File: config.mk
export PLATFORM = sky130hd
export DESIGN_NAME = ansi_escape_sequence_parser_unit
export DESIGN_NICKNAME = d
export VERILOG_FILES = /design/src/rtl/core/aesp_pkg.sv /design/src/rtl/core/aesp_parser.sv /design/src/rtl/core/ansi_escape_sequence_parser_unit.sv
export SDC_FILE = /design/constraint.sdc
export NUM_CORES = 1
export LEC_CHECK = 0
export BUFFER_PORTS_ARGS = -buffer_cell sky130_fd_sc_hd__clkbuf_2
export CORE_ASPECT_RATIO = 1.2
export CORE_UTILIZATION = 40
export DETAILED_ROUTE_END_ITERATION = 16
export PLACE_DENSITY = 0.57
export REMOVE_ABC_BUFFERS = 1
export SLEW_MARGIN = 30
export SYNTH_ARGS = -nofsm -noshare
export SYNTH_HDL_FRONTEND = slang
export SYNTH_SLANG_ARGS = --single-unit
File: constraint.sdc
create_clock -name clk -period 10.29 [get_ports clk]
set_clock_uncertainty 0.1 [all_clocks]
set_input_delay 1.029 -clock clk [delete_from_list [all_inputs] [get_ports clk]]
set_output_delay 1.029 -clock clk [all_outputs]
set_load 0.02 [all_outputs]
File: src/rtl/core/aesp_pkg.sv
// Shared types, character constants and final-byte decode for the escape sequence parser.
package aesp_pkg;

  // Command codes carried in each result
  typedef enum logic [4:0] {
    CMD_NONE        = 5'd0,
    CMD_BELL        = 5'd1,
    CMD_BACKSPACE   = 5'd2,
    CMD_HOME        = 5'd3,
    CMD_UP          = 5'd4,
    CMD_DOWN        = 5'd5,
    CMD_RIGHT       = 5'd6,
    CMD_LEFT        = 5'd7,
    CMD_COLUMN      = 5'd8,
    CMD_ROW         = 5'd9,
    CMD_POSITION    = 5'd10,
    CMD_TAB         = 5'd11,
    CMD_ERASE_DISP  = 5'd12,
    CMD_ERASE_LINE  = 5'd13,
    CMD_INS_LINES   = 5'd14,
    CMD_DEL_LINES   = 5'd15,
    CMD_DEL_CHARS   = 5'd16,
    CMD_SCROLL_UP   = 5'd17,
    CMD_SCROLL_DOWN = 5'd18,
    CMD_SGR         = 5'd19,
    CMD_SHOW_CURSOR = 5'd20,
    CMD_INS_CHAR    = 5'd21
  } cmd_t;

  // Field widths of one transaction
  localparam int unsigned CHAR_W   = 21;
  localparam int unsigned OUT_W    = 16;
  localparam int unsigned COUNT_W  = 3;
  localparam int unsigned NUM_RAW  = 4;

  // Control and escape characters
  localparam logic [7:0] CH_BEL   = 8'h07;
  localparam logic [7:0] CH_BS    = 8'h08;
  localparam logic [7:0] CH_ESC   = 8'h1B;
  localparam logic [7:0] CH_CSI   = 8'h5B;  // '['
  localparam logic [7:0] CH_SEMI  = 8'h3B;  // ';'
  localparam logic [7:0] CH_QMARK = 8'h3F;  // '?'
  localparam logic [7:0] CH_ZERO  = 8'h30;  // '0'
  localparam logic [7:0] CH_NINE  = 8'h39;  // '9'
  localparam logic [7:0] CH_HOME  = 8'h48;  // 'H' directly after ESC

  // One parsed result
  typedef struct packed {
    logic                               handled;
    logic                               unknown_sequence;
    cmd_t                               command;
    logic [COUNT_W-1:0]                 param_count;
    logic [NUM_RAW-1:0][OUT_W-1:0]      raw_param;
    logic [OUT_W-1:0]                   first_or_one;
    logic [OUT_W-1:0]                   second_or_one;
  } result_t;

  // Map a CSI final byte to its command, CMD_NONE when not recognized
  function automatic cmd_t arg_final(input logic [7:0] c);
    cmd_t r;
    unique case (c)
      8'h41:        r = CMD_UP;          // 'A'
      8'h42:        r = CMD_DOWN;        // 'B'
      8'h43:        r = CMD_RIGHT;       // 'C'
      8'h44:        r = CMD_LEFT;        // 'D'
      8'h47:        r = CMD_COLUMN;      // 'G'
      8'h64:        r = CMD_ROW;         // 'd'
      8'h48, 8'h66: r = CMD_POSITION;    // 'H', 'f'
      8'h49:        r = CMD_TAB;         // 'I'
      8'h4A:        r = CMD_ERASE_DISP;  // 'J'
      8'h4B:        r = CMD_ERASE_LINE;  // 'K'
      8'h4C:        r = CMD_INS_LINES;   // 'L'
      8'h4D:        r = CMD_DEL_LINES;   // 'M'
      8'h50:        r = CMD_DEL_CHARS;   // 'P'
      8'h53:        r = CMD_SCROLL_UP;   // 'S'
      8'h54:        r = CMD_SCROLL_DOWN; // 'T'
      8'h6D:        r = CMD_SGR;         // 'm'
      8'h68:        r = CMD_SHOW_CURSOR; // 'h'
      8'h40:        r = CMD_INS_CHAR;    // '@'
      default:      r = CMD_NONE;
    endcase
    return r;
  endfunction

endpackage

File: src/rtl/core/aesp_parser.sv
// Parser state machine: parameter store, decimal accumulator and per-character decode.
module aesp_parser import aesp_pkg::*; #(
  parameter int unsigned MAX_PARAMS = 4,
  parameter int unsigned PARAM_BITS = 16
) (
  input  logic              clk,
  input  logic              rst,
  input  logic              step,
  input  logic [CHAR_W-1:0] char_code,
  output result_t           result
);

  localparam int unsigned CNT_W = $clog2(MAX_PARAMS + 1);
  localparam int unsigned RAW_N = (MAX_PARAMS < NUM_RAW) ? MAX_PARAMS : NUM_RAW;
  localparam logic [PARAM_BITS-1:0] PARAM_MAX = {PARAM_BITS{1'b1}};

  typedef enum logic [1:0] {
    ST_IDLE = 2'd0,
    ST_ESC  = 2'd1,
    ST_ARG  = 2'd2
  } state_t;

  state_t                                 state, state_next;
  logic [CNT_W-1:0]                       count, count_next;
  logic [MAX_PARAMS-1:0][PARAM_BITS-1:0]  store, store_next;
  logic [PARAM_BITS-1:0]                  acc, acc_next;

  logic [7:0]                             c;
  logic [3:0]                             digit;
  logic [PARAM_BITS+3:0]                  acc_x10;
  logic [MAX_PARAMS-1:0][PARAM_BITS-1:0]  fin_store;
  logic [CNT_W-1:0]                       fin_count;
  logic                                   room;

  assign c     = char_code[7:0];
  assign digit = 4'(c - CH_ZERO);
  assign room  = count < CNT_W'(MAX_PARAMS);

  // Multiply by ten as two shifts and an add, then add the digit
  assign acc_x10 = ({4'b0, acc} << 3) + ({4'b0, acc} << 1) + (PARAM_BITS+4)'(digit);

  // Store as it stands once the pending argument is appended
  always_comb begin
    fin_store = store;
    fin_count = count;
    if (room) begin
      for (int k = 0; k < MAX_PARAMS; k++) begin
        if (count == CNT_W'(k)) fin_store[k] = acc;
      end
      fin_count = count + CNT_W'(1);
    end
  end

  // Decode one character against the current state
  always_comb begin
    state_next = state;
    count_next = count;
    store_next = store;
    acc_next   = acc;
    result     = '0;
    result.command       = CMD_NONE;
    result.first_or_one  = OUT_W'(1);
    result.second_or_one = OUT_W'(1);

    if (char_code[CHAR_W-1:8] == '0) begin
      result.handled = 1'b1;
      unique case (state)
        ST_IDLE: begin
          if (c == CH_BEL)      result.command = CMD_BELL;
          else if (c == CH_BS)  result.command = CMD_BACKSPACE;
          else if (c == CH_ESC) state_next = ST_ESC;
          else                  result.handled = 1'b0;
        end
        ST_ESC: begin
          if (c == CH_ESC)       state_next = ST_ESC;
          else if (c == CH_HOME) result.command = CMD_HOME;
          else if (c == CH_CSI)  state_next = ST_ARG;
          else                   result.handled = 1'b0;
        end
        ST_ARG: begin
          if (c == CH_ESC) begin
            state_next = ST_ESC;
          end else if (c == CH_SEMI) begin
            store_next = fin_store;
            count_next = fin_count;
            acc_next   = '0;
          end else if (c == CH_QMARK) begin
            // consumed with no effect
          end else if (c >= CH_ZERO && c <= CH_NINE) begin
            acc_next = (acc_x10[PARAM_BITS+3:PARAM_BITS] != 4'd0) ? PARAM_MAX
                                                                  : acc_x10[PARAM_BITS-1:0];
          end else begin
            result.command = arg_final(c);
            result.handled = (result.command != CMD_NONE);
          end
        end
        default: result.handled = 1'b0;
      endcase

      // Abort on an unmatched byte; outside idle it flags an unknown sequence
      if (!result.handled) begin
        result.unknown_sequence = (state != ST_IDLE);
        state_next = ST_IDLE;
        count_next = '0;
        store_next = '0;
        acc_next   = '0;
      end

      // Emit the command with the last argument appended, then start over
      if (result.command != CMD_NONE) begin
        result.param_count = COUNT_W'(fin_count);
        for (int k = 0; k < RAW_N; k++) begin
          result.raw_param[k] = OUT_W'(fin_store[k]);
        end
        if (result.raw_param[0] != '0) result.first_or_one  = result.raw_param[0];
        if (result.raw_param[1] != '0) result.second_or_one = result.raw_param[1];
        state_next = ST_IDLE;
        count_next = '0;
        store_next = '0;
        acc_next   = '0;
      end
    end
  end

  // Hold parser state; advance on each accepted character
  always_ff @(posedge clk) begin
    if (rst) begin
      state <= ST_IDLE;
      count <= '0;
      store <= '0;
      acc   <= '0;
    end else if (step) begin
      state <= state_next;
      count <= count_next;
      store <= store_next;
      acc   <= acc_next;
    end
  end

endmodule

File: src/rtl/core/ansi_escape_sequence_parser_unit.sv
// ANSI CSI escape sequence parser: one character in, one decoded result out per transaction.
// Each accepted character yields exactly one result in the next cycle, and a new character
// can be accepted in every cycle: the whole decode is one pass of shallow logic from the
// parser state into the output register, and the input stays ready while that register
// is empty or being drained. Codes of 256 and above come back with handled low and leave
// the parser untouched. Throughput is one character per cycle while the output is not stalled.
module ansi_escape_sequence_parser_unit import aesp_pkg::*; #(
  parameter int unsigned MAX_PARAMS = 4,
  parameter int unsigned PARAM_BITS = 16
) (
  input  logic         clk,
  input  logic         rst,
  input  logic         s_tvalid,
  output logic         s_tready,
  input  logic [23:0]  s_tdata,   // [20:0] char_code, [23:21] zero
  output logic         m_tvalid,
  input  logic         m_tready,
  output logic [103:0] m_tdata,   // [4:0] command, [7:5] param_count, [23:8] raw_param0,
                                  // [39:24] raw_param1, [55:40] raw_param2,
                                  // [71:56] raw_param3, [87:72] first_or_one,
                                  // [103:88] second_or_one
  output logic [1:0]   m_tuser    // [0] handled, [1] unknown_sequence
);

  logic    step;
  result_t result;
  result_t out_reg;

  assign s_tready = !m_tvalid || m_tready;
  assign step     = s_tvalid && s_tready;

  aesp_parser #(
    .MAX_PARAMS (MAX_PARAMS),
    .PARAM_BITS (PARAM_BITS)
  ) u_parser (
    .clk       (clk),
    .rst       (rst),
    .step      (step),
    .char_code (s_tdata[CHAR_W-1:0]),
    .result    (result)
  );

  // Output register: load on accept, drop valid when the result is taken
  always_ff @(posedge clk) begin
    if (rst) begin
      m_tvalid <= 1'b0;
    end else if (step) begin
      m_tvalid <= 1'b1;
    end else if (m_tready) begin
      m_tvalid <= 1'b0;
    end
  end

  always_ff @(posedge clk) begin
    if (step) begin
      out_reg <= result;
    end
  end

  // Pack the result fields
  assign m_tdata[4:0]    = out_reg.command;
  assign m_tdata[7:5]    = out_reg.param_count;
  assign m_tdata[23:8]   = out_reg.raw_param[0];
  assign m_tdata[39:24]  = out_reg.raw_param[1];
  assign m_tdata[55:40]  = out_reg.raw_param[2];
  assign m_tdata[71:56]  = out_reg.raw_param[3];
  assign m_tdata[87:72]  = out_reg.first_or_one;
  assign m_tdata[103:88] = out_reg.second_or_one;
  assign m_tuser[0]      = out_reg.handled;
  assign m_tuser[1]      = out_reg.unknown_sequence;

endmodule

Word-level counts from Yosys, hierarchy flattened
Cells that the tools add are included.
{"block": "classes", "add_sub_neg": 4, "order_cmp": 3, "eq_ne": 40, "muxes": 64, "bitwise_logic": 1, "reduce_logical": 22}
{"operator": "$mux 64", "n": 6}
{"operator": "$mux 16", "n": 12}
{"operator": "$eq 8x7->1 const B", "n": 20}
{"operator": "$pmux 5 s18", "n": 1}
{"operator": "$mux 5", "n": 13}
{"operator": "$reduce_bool 16->1", "n": 2}
{"operator": "$add 19x17->20", "n": 1}
{"operator": "$add 20x4->20", "n": 1}
{"operator": "$mux 2", "n": 10}
{"operator": "$mux 3", "n": 6}
{"operator": "$eq 8x6->1 const B", "n": 2}
{"operator": "$pmux 5 s3", "n": 1}
{"operator": "$logic_not 13->1", "n": 1}
{"operator": "$mux 1", "n": 13}
{"operator": "$reduce_bool 5->1", "n": 2}
{"operator": "$eq 8x3->1 const B", "n": 1}
{"operator": "$eq 8x4->1 const B", "n": 1}
{"operator": "$eq 8x5->1 const B", "n": 1}
{"operator": "$ge 8x6->1 const B", "n": 1}
{"operator": "$le 8x6->1 const B", "n": 1}
{"operator": "$ne 4x4->1 const B", "n": 2}
{"operator": "$reduce_and 7->1", "n": 1}
{"operator": "$eq 3x2->1 const B", "n": 2}
{"operator": "$ne 3x1->1 const B", "n": 2}
{"operator": "other kinds (27)", "n": 31}
{"block": "word_totals", "register_bits": 192, "in_bits": 28, "output_inout_bits": 108, "wordCells": 152}

Depth between registers and ports, before layout
Gate-level depths: netlist of the first run.
{"block": "depth", "ltp_word": 18, "ltp_mapped": 11, "mapped_depth_nobuf": 10}

Cells and area by module
A second synthesis of the first run with hierarchy kept.
{"block": "unflattened", "cells_unflattened": 903, "hier_area_um2": 9273.9}
{"module": "aesp_parser", "n_inst": 1, "cells_each": 792, "area_per_inst_um2": 6035.8, "seq_area_each_um2": 1701.6}
{"module": "ansi_escape_sequence_parser_unit", "n_inst": 1, "cells_each": 111, "area_per_inst_um2": 3238.1, "seq_area_each_um2": 3203.1}

Worst setup path before layout of the first run
OpenSTA, ideal clock, no wires.
{"block": "synth_path", "kind": "input -> register", "startpoint": "in m_tready", "endpoint": "reg u_parser.store[10] (netlist name)", "setup_ns": 0.125, "t_arrival_ns": 5.685, "t_required_ns": 10.065, "path_slack_ns": 4.381, "cell_stages": 6, "path_buffers": 1, "cell_sequence": "nand2b_1 and2_1 a21oi_1 a41oi_4 buf_6 o22ai_2"}
{"block": "synth_between", "elab_chain_cells": 3}
{"element": "start, declared", "line_no": "ansi_escape_sequence_parser_unit.sv:17", "rtl": "input logic m_tready,"}
{"element": "$logic_or 1x1->1", "line_no": "ansi_escape_sequence_parser_unit.sv:29", "rtl": "assign s_tready = !m_tvalid || m_tready;"}
{"element": "$logic_and 1x1->1", "line_no": "ansi_escape_sequence_parser_unit.sv:30", "rtl": "assign step = s_tvalid && s_tready;"}
{"element": "named net step", "line_no": "ansi_escape_sequence_parser_unit.sv:25", "rtl": "logic step;"}
{"element": "$reduce_and 5->1 (no line)"}
{"element": "end signal, assigned", "line_no": "aesp_parser.sv:135", "rtl": "store <= store_next;"}
{"element": "end, declared", "line_no": "aesp_parser.sv:25", "rtl": "logic [MAX_PARAMS-1:0][PARAM_BITS-1:0] store, store_next;"}
The timed path passes the listed nets, and every way through them passes these cells.
A chain may end at the register's enable or synchronous reset.

Final worst setup path of the first run
{"block": "layout_path", "startpoint": "in s_tdata[3]", "endpoint": "reg u_parser.acc[13]"}
{"block": "layout_between", "elab_chain_cells": 18, "word_cells_on_any_way": 76, "classes_between": "add/sub: 2; order compare: 2; eq/ne: 29; mux: 37; reduce/logical: 6"}
{"element": "start, declared", "line_no": "ansi_escape_sequence_parser_unit.sv:15", "rtl": "input logic [23:0] s_tdata,"}
{"element": "$eq 8x7->1, on equally long branches", "line_no": "aesp_pkg.sv:61, aesp_parser.sv:76"}
{"element": "$reduce_or 2->1", "line_no": "aesp_pkg.sv:61", "rtl": "unique case (c)"}
{"element": "$pmux 5 s18", "line_no": "aesp_pkg.sv:61"}
{"element": "$mux 5", "line_no": "aesp_parser.sv:89", "rtl": "end else if (c >= CH_ZERO && c <= CH_NINE) begin"}
{"element": "$mux 5", "line_no": "aesp_parser.sv:87", "rtl": "end else if (c == CH_QMARK) begin"}
{"element": "$mux 5", "line_no": "aesp_parser.sv:83", "rtl": "end else if (c == CH_SEMI) begin"}
{"element": "$mux 5", "line_no": "aesp_parser.sv:81", "rtl": "if (c == CH_ESC) begin"}
{"element": "$mux 5", "line_no": "aesp_parser.sv:67", "rtl": "unique case (state)"}
{"element": "(+2 left out)"}
{"element": "$mux 1 / $mux 5 (equally long branches)", "line_no": "aesp_parser.sv:89, aesp_parser.sv:87"}
{"element": "$mux 1 / $mux 5 (equally long branches)", "line_no": "aesp_parser.sv:87, aesp_parser.sv:83"}
{"element": "$mux 1 / $mux 5 (equally long branches)", "line_no": "aesp_parser.sv:83, aesp_parser.sv:81"}
{"element": "$mux 1 / $pmux 5 s3 (equally long branches)", "line_no": "aesp_parser.sv:81, aesp_parser.sv:67"}
{"element": "$pmux 1 s3 / $mux 5 (equally long branches)", "line_no": "aesp_parser.sv:67, aesp_parser.sv:65"}
{"element": "$mux 1 / $reduce_bool 5->1 (equally long branches)", "line_no": "aesp_parser.sv:65, aesp_parser.sv:110"}
{"element": "$ne 4x3->1 (no line), or another cell as far along"}
{"element": "$reduce_and 6->1 (no line) / $mux 16 (equally long branches)"}
{"element": "end signal, assigned", "line_no": "aesp_parser.sv:136", "rtl": "acc <= acc_next;"}
{"element": "end, declared", "line_no": "aesp_parser.sv:26", "rtl": "logic [PARAM_BITS-1:0] acc, acc_next;"}
Parallel ways exist; a longest one is shown, timed or not. The select of a mux whose other input is x is not followed.

==> run_results.csv, run 1 <==
group,metric,value,unit
worst_hold_path,hold_depth,2,
timing,clock.fmax,231,MHz
pwr,p_leak,0.00390,uW
synth,async_flop_share,0,%
synth,synthesis.area,0.00979,mm2
worst_setup_path,rrSetupSlack,6.19,ns
global_routing,grtUsageTotal,20.1,%
placed_design,portBuffers,132,
clock_tree,clk_path_buf_depth,2,
pwr,total_power,1590,uW
drt,drc,0,
clock_tree,insertion_delay,0.44,ns
floorplan,die_w,145,um
clock_tree,root_buffer,"clkbuf_16",
floorplan,num_rows,62,
clock_tree,cts.repair.resized,0,
final_layout,instances_no_fill,1385,
floorplan,core_area,0.0240,mm2
worst_setup_path,rr_endpoint,"u_parser.acc[13]",
floorplan,start_util,40.9,%
pwr,peakVddDrop,0.000106,V
synth,syn_avg_cell_area,10.4,um2
worst_hold_path,min_to,"u_parser.store[36]",
run_status,outcome,"finished, final reports clean",
timing,finalCritPeriodShare,42.1,%
timing,finalSetupTns,0,ns
timing,finalSetupViolCount,0,
floorplan,die_h,173,um
floorplan,io_pins,136,
synth,ys_types,74,
clock_tree,cts_tree,"yes",
worst_setup_path,required,10.50,ns
final_layout,areaGrowthSynthToFinish,14.6,%
drt,first_pass_iters,5,
final_layout,nFillCells,2234,
drt,antenna_left,0,
global_routing,antenna_found_initial,0,
synth,synth_ff_type,"edfxtp_1",
worst_setup_path,rr_startpoint,"u_parser.acc[2]",
clock_tree,clk_pin_slew,0.07,ns
final_layout,final_util,46.8,%
drt,avgViaCountPerCell,5.28,
global_routing,grt_pass1_wl,38.4,mm
final_layout,antenna_cells,0,
global_routing,overflow,0,
worst_setup_path,criticalPathCategory,"in2reg",
drt,wl_per_cell,17.3,um
clock_tree,clkSinkCount,192,
placed_design,placed_cells,1353,
placed_design,hpwl,16.8,mm
final_layout,fin_nets,1121,
worst_setup_path,endpoint_kind,"flip-flop",
clock_tree,cts_buffers,17,
timing,period_needed,4.33,ns
synth,synth_seq_area_share,50.1,%
timing,setup_slack,5.96,ns
global_routing,grt_start_max_net_pins,62,
drt,wl,24.0,mm
worst_setup_path,startpoint_type,"input port",
timing,tightest_slew,0.880,ns
final_layout,multiInputGateArea,0.00424,mm2
synth,synthCells,944,
worst_setup_path,cp.arrival,4.54,ns
timing,slew_headroom,41.3,%
clock_tree,cts_hold_buffers,0,
timing,rsz0062_at_grt,"false",
clock_tree,cts_setup_buffers,0,
placed_design,post-place-ws,5.50,ns
drt,drt_iter0_markers,597,
clock_tree,htree_levels,4,
worst_setup_path,crit_fanout,17,
pwr,power.density,142,mW/mm2
floorplan,dieArea,0.0251,mm2
synth,yosys_warnings,0,
drt,via_count,7308,
final_layout,seq_area,0.00490,mm2
final_layout,layout-drive-gt1-share,23.5,%
flow_run,max_cap_viol_count,0,
timing,slew_violations,0,
worst_setup_path,r2r_cells,9,
synth,synth_seq_cells,192,
placed_design,gp_congestion,0.809,
global_routing,grt_pass1_vias,7025,
synth,synth-edff-count,106,
worst_hold_path,hp-class,"reg2reg",
worst_hold_path,hp-start,"u_parser.store[36]",
timing,hold_viol,0,
metal layers:
layer	track usage, %	wire length (um)
met1	26.4	11000
met2	33.6	11800
met3	3.31	868
met4	5.48	323
met5	0	0
synthesized netlist by cell type (4+ instances only):
| library cell | instances | area, um2 |
|---|---|---|
| nand2_1 | 133 | 499 |
| a21oi_1 | 110 | 551 |
| edfxtp_1 | 106 | 3180 |
| inv_1 | 91 | 342 |
| dfxtp_1 | 86 | 1720 |
| o22ai_2 | 49 | 613 |
| ha_1 | 39 | 488 |
| nor2_1 | 32 | 120 |
| o22ai_1 | 32 | 200 |
| clkbuf_1 | 27 | 101 |
| nor3_1 | 24 | 120 |
| nand2b_1 | 14 | 87.6 |
| nor4_1 | 14 | 87.6 |
| buf_6 | 13 | 146 |
| o21ai_0 | 10 | 50.1 |
| and2_1 | 9 | 56.3 |
| buf_2 | 9 | 45.0 |
| nor2b_1 | 9 | 56.3 |
| xnor2_1 | 8 | 70.1 |
| a21o_1 | 7 | 52.6 |
| nand3_1 | 7 | 35.0 |
| a211oi_1 | 6 | 45.0 |
| a41oi_1 | 5 | 43.8 |
| nand4_4 | 5 | 106 |
| o211ai_1 | 5 | 37.5 |
| or3_1 | 5 | 31.3 |
| a41oi_4 | 4 | 110 |
| nand4b_1 | 4 | 35.0 |
| nor2_4 | 4 | 45.0 |
| o21a_1 | 4 | 30.0 |
report_power, final:
| part | internal [uW] | switching (uW) | total [uW] |
|---|---|---|---|
| Combinational | 24.1 | 63.5 | 87.6 |
| Sequential | 826 | 5.39 | 831 |
| Clock | 382 | 288 | 669 |
| Total | 1230 | 357 | 1590 |
final cells by class:
| type | count | share of cell area, % |
|---|---|---|
| multi-input cells | 607 | 37.8 |
| repair buffers | 143 | 6.62 |
| inverters | 91 | 3.04 |
| flip-flops and latches | 192 | 43.7 |
| well taps | 320 | 3.57 |
| clock inverters | 14 | 1.45 |
| clock buffers | 18 | 3.83 |
cells by family (layout without fill, tap and decap cells):
| family | after synthesis | count (layout) | synth area share [%] |
|---|---|---|---|
| buf+inv | 145 | 266 | 6.78 |
| xor+xnor | 11 | 11 | 0.984 |
| flops | 192 | 192 | 50.1 |
| simple gates | 286 | 286 | 15.4 |
| fa+ha+maj | 41 | 41 | 5.39 |
| compound gates | 266 | 266 | 21.1 |
| mux | 3 | 3 | 0.307 |
through the flow:
stage | hold WS, ns | instance area, um2
2_1_floorplan | 0.352 | 9470
5_1_grt | 0.397 | 11200
3_3_place_gp | 0.360 | 10600
6_report | 0.375 | 11200
4_1_cts | 0.375 | 11200
3_5_place_dp | 0.364 | 10600
worst max path at each step:
stage | startpoint | end | cells past startpoint
6_report | s_tdata[3] | u_parser.acc[13] | 10
5_1_grt | s_tdata[3] | u_parser.acc[10] | 10
4_1_cts | s_tdata[3] | u_parser.acc[13] | 10
3_5_place_dp | s_tdata[3] | u_parser.acc[13] | 10
3_3_place_gp | s_tdata[3] | u_parser.acc[13] | 10
2_1_floorplan | m_tready | u_parser.store[0] | 5
critical path, stage by stage:
cell       delay (ns)
clkbuf_2         0.23
fa_1             0.58
fa_1             0.49
a211o_1          0.31
a2111oi_2        0.44
nor4b_1          0.17
o41a_1           0.40
o22a_1           0.41
a211oi_1         0.38
o22ai_2          0.09
state kept, by name (all words and copies together) (netlist names):
register and cells:
m_tvalid 1, u_parser.count 3, u_parser.store 64, m_tuser 2, u_parser.state 2, u_parser.acc 16
m_tdata 104
cell usage in the layout, fill, tap and decap left out, types with 24 or more instances in the layout:
| master | synthesis | layout |
|---|---|---|
| nand2_1 | 133 | 133 |
| clkbuf_2 | 0 | 132 |
| dfxtp_1 | 86 | 86 |
| edfxtp_1 | 106 | 106 |
| o22ai_1 | 32 | 32 |
| ha_1 | 39 | 39 |
| o22ai_2 | 49 | 49 |
| nor3_1 | 24 | 24 |
| nor2_1 | 32 | 32 |
| inv_1 | 91 | 91 |
| a21oi_1 | 110 | 110 |
Power figures use the tool's default switching activity.
==> inputs of run 2 (changes only) <==
Settings changed: ABC_AREA set to 1, PLACE_DENSITY 0.57 to 0.56.
Clock period 10.29 ns to 4.4 ns, I/O delays scaled along.
==> run 2 against run 1 <==
Sequential share of layout area decreased by 5.4 points; via count increased by 38%; count of clock-buffer cells in the layout decreased by 1; combinational power increased by 140%; highest routed layer unchanged.
==> run_results.csv, run 2 <==
group,metric,value,unit
timing,finalCritPeriodShare,81.2,%
timing,hold_viol,0,
synth,synth_top_cell_area_share,28.3,%
worst_setup_path,rr_endpoint,"m_tdata[94]",
worst_setup_path,path_cells,"inv_1 > nand2_1 > o21ai_0 > inv_1 > nor4_1 > nand4_1 > nand2_1 > nor2_1",
placed_design,place_area,0.0122,mm2
timing,rsz0062_at_grt,"false",
synth,synthCells,1590,
worst_hold_path,min_to,"m_tvalid",
synth,yosys_warnings,0,
synth,synth_seq_area_share,43.6,%
final_layout,instances_no_fill,2068,
pwr,power.density,287,mW/mm2
floorplan,start_util,41.1,%
synth,synthesis.area,0.0112,mm2
worst_setup_path,endpoint_kind,"flip-flop",
synth,ys_types,40,
worst_setup_path,startpoint_type,"flip-flop",
worst_setup_path,critPathSlowestCell,"o21ai_0",
final_layout,fin_nets,1750,
drt,avgViaCountPerCell,4.89,
timing,finalSetupViolCount,0,
drt,first_pass_iters,5,
final_layout,seq_area,0.00490,mm2
drt,wl_met2,14.1,mm
global_routing,grt_pass1_wl,47.6,mm
timing,finalSetupTns,0,ns
timing,period_needed,3.57,ns
drt,wl_per_cell,14.3,um
timing,slew_violations,0,
clock_tree,clk_pin_slew,0.08,ns
drt,wl_met3,1.36,mm
final_layout,stdcell_area,0.0128,mm2
clock_tree,htree_levels,4,
clock_tree,cts_hold_buffers,0,
clock_tree,cts_setup_buffers,0,
clock_tree,root_buffer,"clkbuf_16",
worst_setup_path,criticalPathCategory,"reg2reg",
synth,synth_seq_cells,192,
floorplan,core_area,0.0273,mm2
final_layout,layout_common_cells,"nand2_1 (430), nor2_1 (239), inv_1 (214), clkbuf_2 (132), edfxtp_1 (106)",
global_routing,grt_start_max_net_pins,87,
drt,drc,0,
global_routing,grt_pass1_vias,9463,
floorplan,die_w,155,um
final_layout,nFillCells,2821,
clock_tree,clk_path_buf_depth,2,
worst_setup_path,rrSetupSlack,0.83,ns
floorplan,io_pins,136,
timing,tightest_slew,0.927,ns
placed_design,placed_cells,2036,
worst_setup_path,cp.arrival,3.63,ns
worst_hold_path,hp-class,"in2reg",
final_layout,final_common_cell,"nand2_1",
drt,wl_met1,13.1,mm
worst_setup_path,r2r_cells,8,
clock_tree,cts_buffers,17,
floorplan,num_rows,66,
synth,synth-edff-count,106,
drt,dr.max_layer_used,"met4",
synth,synth_ff_type,"edfxtp_1",
worst_setup_path,rr_startpoint,"u_parser.count[2]",
worst_setup_path,cpLargestDelayFamily,"simple AND/OR/NAND/NOR gates",
worst_setup_path,slowest_delay,0.62,ns
global_routing,overflow,0,
drt,via_count,10100,
final_layout,antenna_cells,0,
synth,yosysMostFrequentCell,"nand2_1",
final_layout,areaGrowthSynthToFinish,13.8,%
drt,drt_iter0_markers,602,
worst_setup_path,required,4.46,ns
global_routing,grtUsageTotal,21.2,%
worst_setup_path,path_depth,8,
timing,clock.fmax,280,MHz
synth,async_flop_share,0,%
clock_tree,cts.repair.resized,0,
floorplan,dieArea,0.0288,mm2
placed_design,portBuffers,132,
worst_setup_path,cp_num_buf_inv,2,
drt,wl,29.6,mm
placed_design,hpwl,19.1,mm
synth,syn_avg_cell_area,7.07,um2
run_status,outcome,"finished, final reports clean",
pwr,total_power,3670,uW
clock_tree,insertion_delay,0.45,ns
timing,slew_headroom,38.0,%
worst_setup_path,crit_fanout,26,
drt,antenna_left,0,
pwr,p_leak,0.00621,uW
flow_run,max_cap_viol_count,0,
global_routing,antenna_found_initial,0,
final_layout,layout-drive-gt1-share,12.5,%
floorplan,die_h,186,um
synth,synth.top_cells.by_area,"edfxtp_1 (28%), dfxtp_1 (15%), nand2_1 (14%)",
placed_design,gp_congestion,0.878,
final_layout,largest_reg_flops,104,
synth,yosys.area.top_type,"edfxtp_1",
synth,synth_common_cells,"nand2_1 (433), nor2_1 (240), inv_1 (215), edfxtp_1 (106), nand4_1 (90)",
worst_hold_path,hold_depth,4,
clock_tree,clkSinkCount,192,
final_layout,multiInputGateArea,0.00490,mm2
clock_tree,cts_tree,"yes",
pwr,peakVddDrop,0.000184,V
worst_hold_path,hp-start,"m_tready",
[run 2: area by class of cell]
cell class,instances,share of cell area [%]
sequential,192,38.3
multi-input combinational,1025,38.3
inverter,295,8.69
timing repair buffer,150,6.61
tap,374,3.66
clock buffer,17,3.33
clock inverter,15,1.11
[run 2: tightest hold or removal path, delay by kind of cell]
family / cells / cell delay (ns)
buffers and inverters: 2 / 0.11
and+or+nand+nor: 1 / 0.08
AOI/OAI and AO/OA: 1 / 0.07
[run 2: worst max-delay path by stage]
stage                            from                 to  slack [ns]
floorplan                 s_tdata[15]  u_parser.count[0]       -0.26
global placement           s_tdata[3]    u_parser.acc[1]        0.50
detailed placement         s_tdata[3]    u_parser.acc[1]        0.48
CTS                   u_parser.acc[9]    u_parser.acc[1]        0.65
global route        u_parser.count[2]        m_tdata[38]        0.51
finish              u_parser.count[2]        m_tdata[94]        0.83
[run 2: metal layers]
layer	vias up	track usage [%]
li1	5162	-
met1	4601	25.5
met2	281	37.4
met3	61	3.03
met4	0	9.50
met5	-	0
[run 2: logic make-up after synthesis]
kind of cell	after synthesis	synth area share (%)
and+or+nand+nor	852	32.2
AOI/OAI and AO/OA	121	5.55
buffers and inverters	373	13.1
adders and majority gates	41	4.70
xor gates and xnor gates	11	0.857
DFF	192	43.6
[run 2: stage by stage]
stage	util [%]	hold slack [ns]	worst slack, ns
6_report	46.8	0.188	0.829
4_1_cts	46.8	0.172	0.649
2_1_floorplan	-	0.382	-0.260
5_1_grt	46.8	0.216	0.505
3_5_place_dp	44.7	0.392	0.481
3_3_place_gp	44.7	0.390	0.497
[run 2: report_power, final]
part | total [uW] | leakage, uW | switching, uW | internal (uW)
clock network | 1510 | 0.000278 | 759 | 751
logic | 214 | 0.00417 | 155 | 58.8
registers | 1940 | 0.00176 | 11.9 | 1930
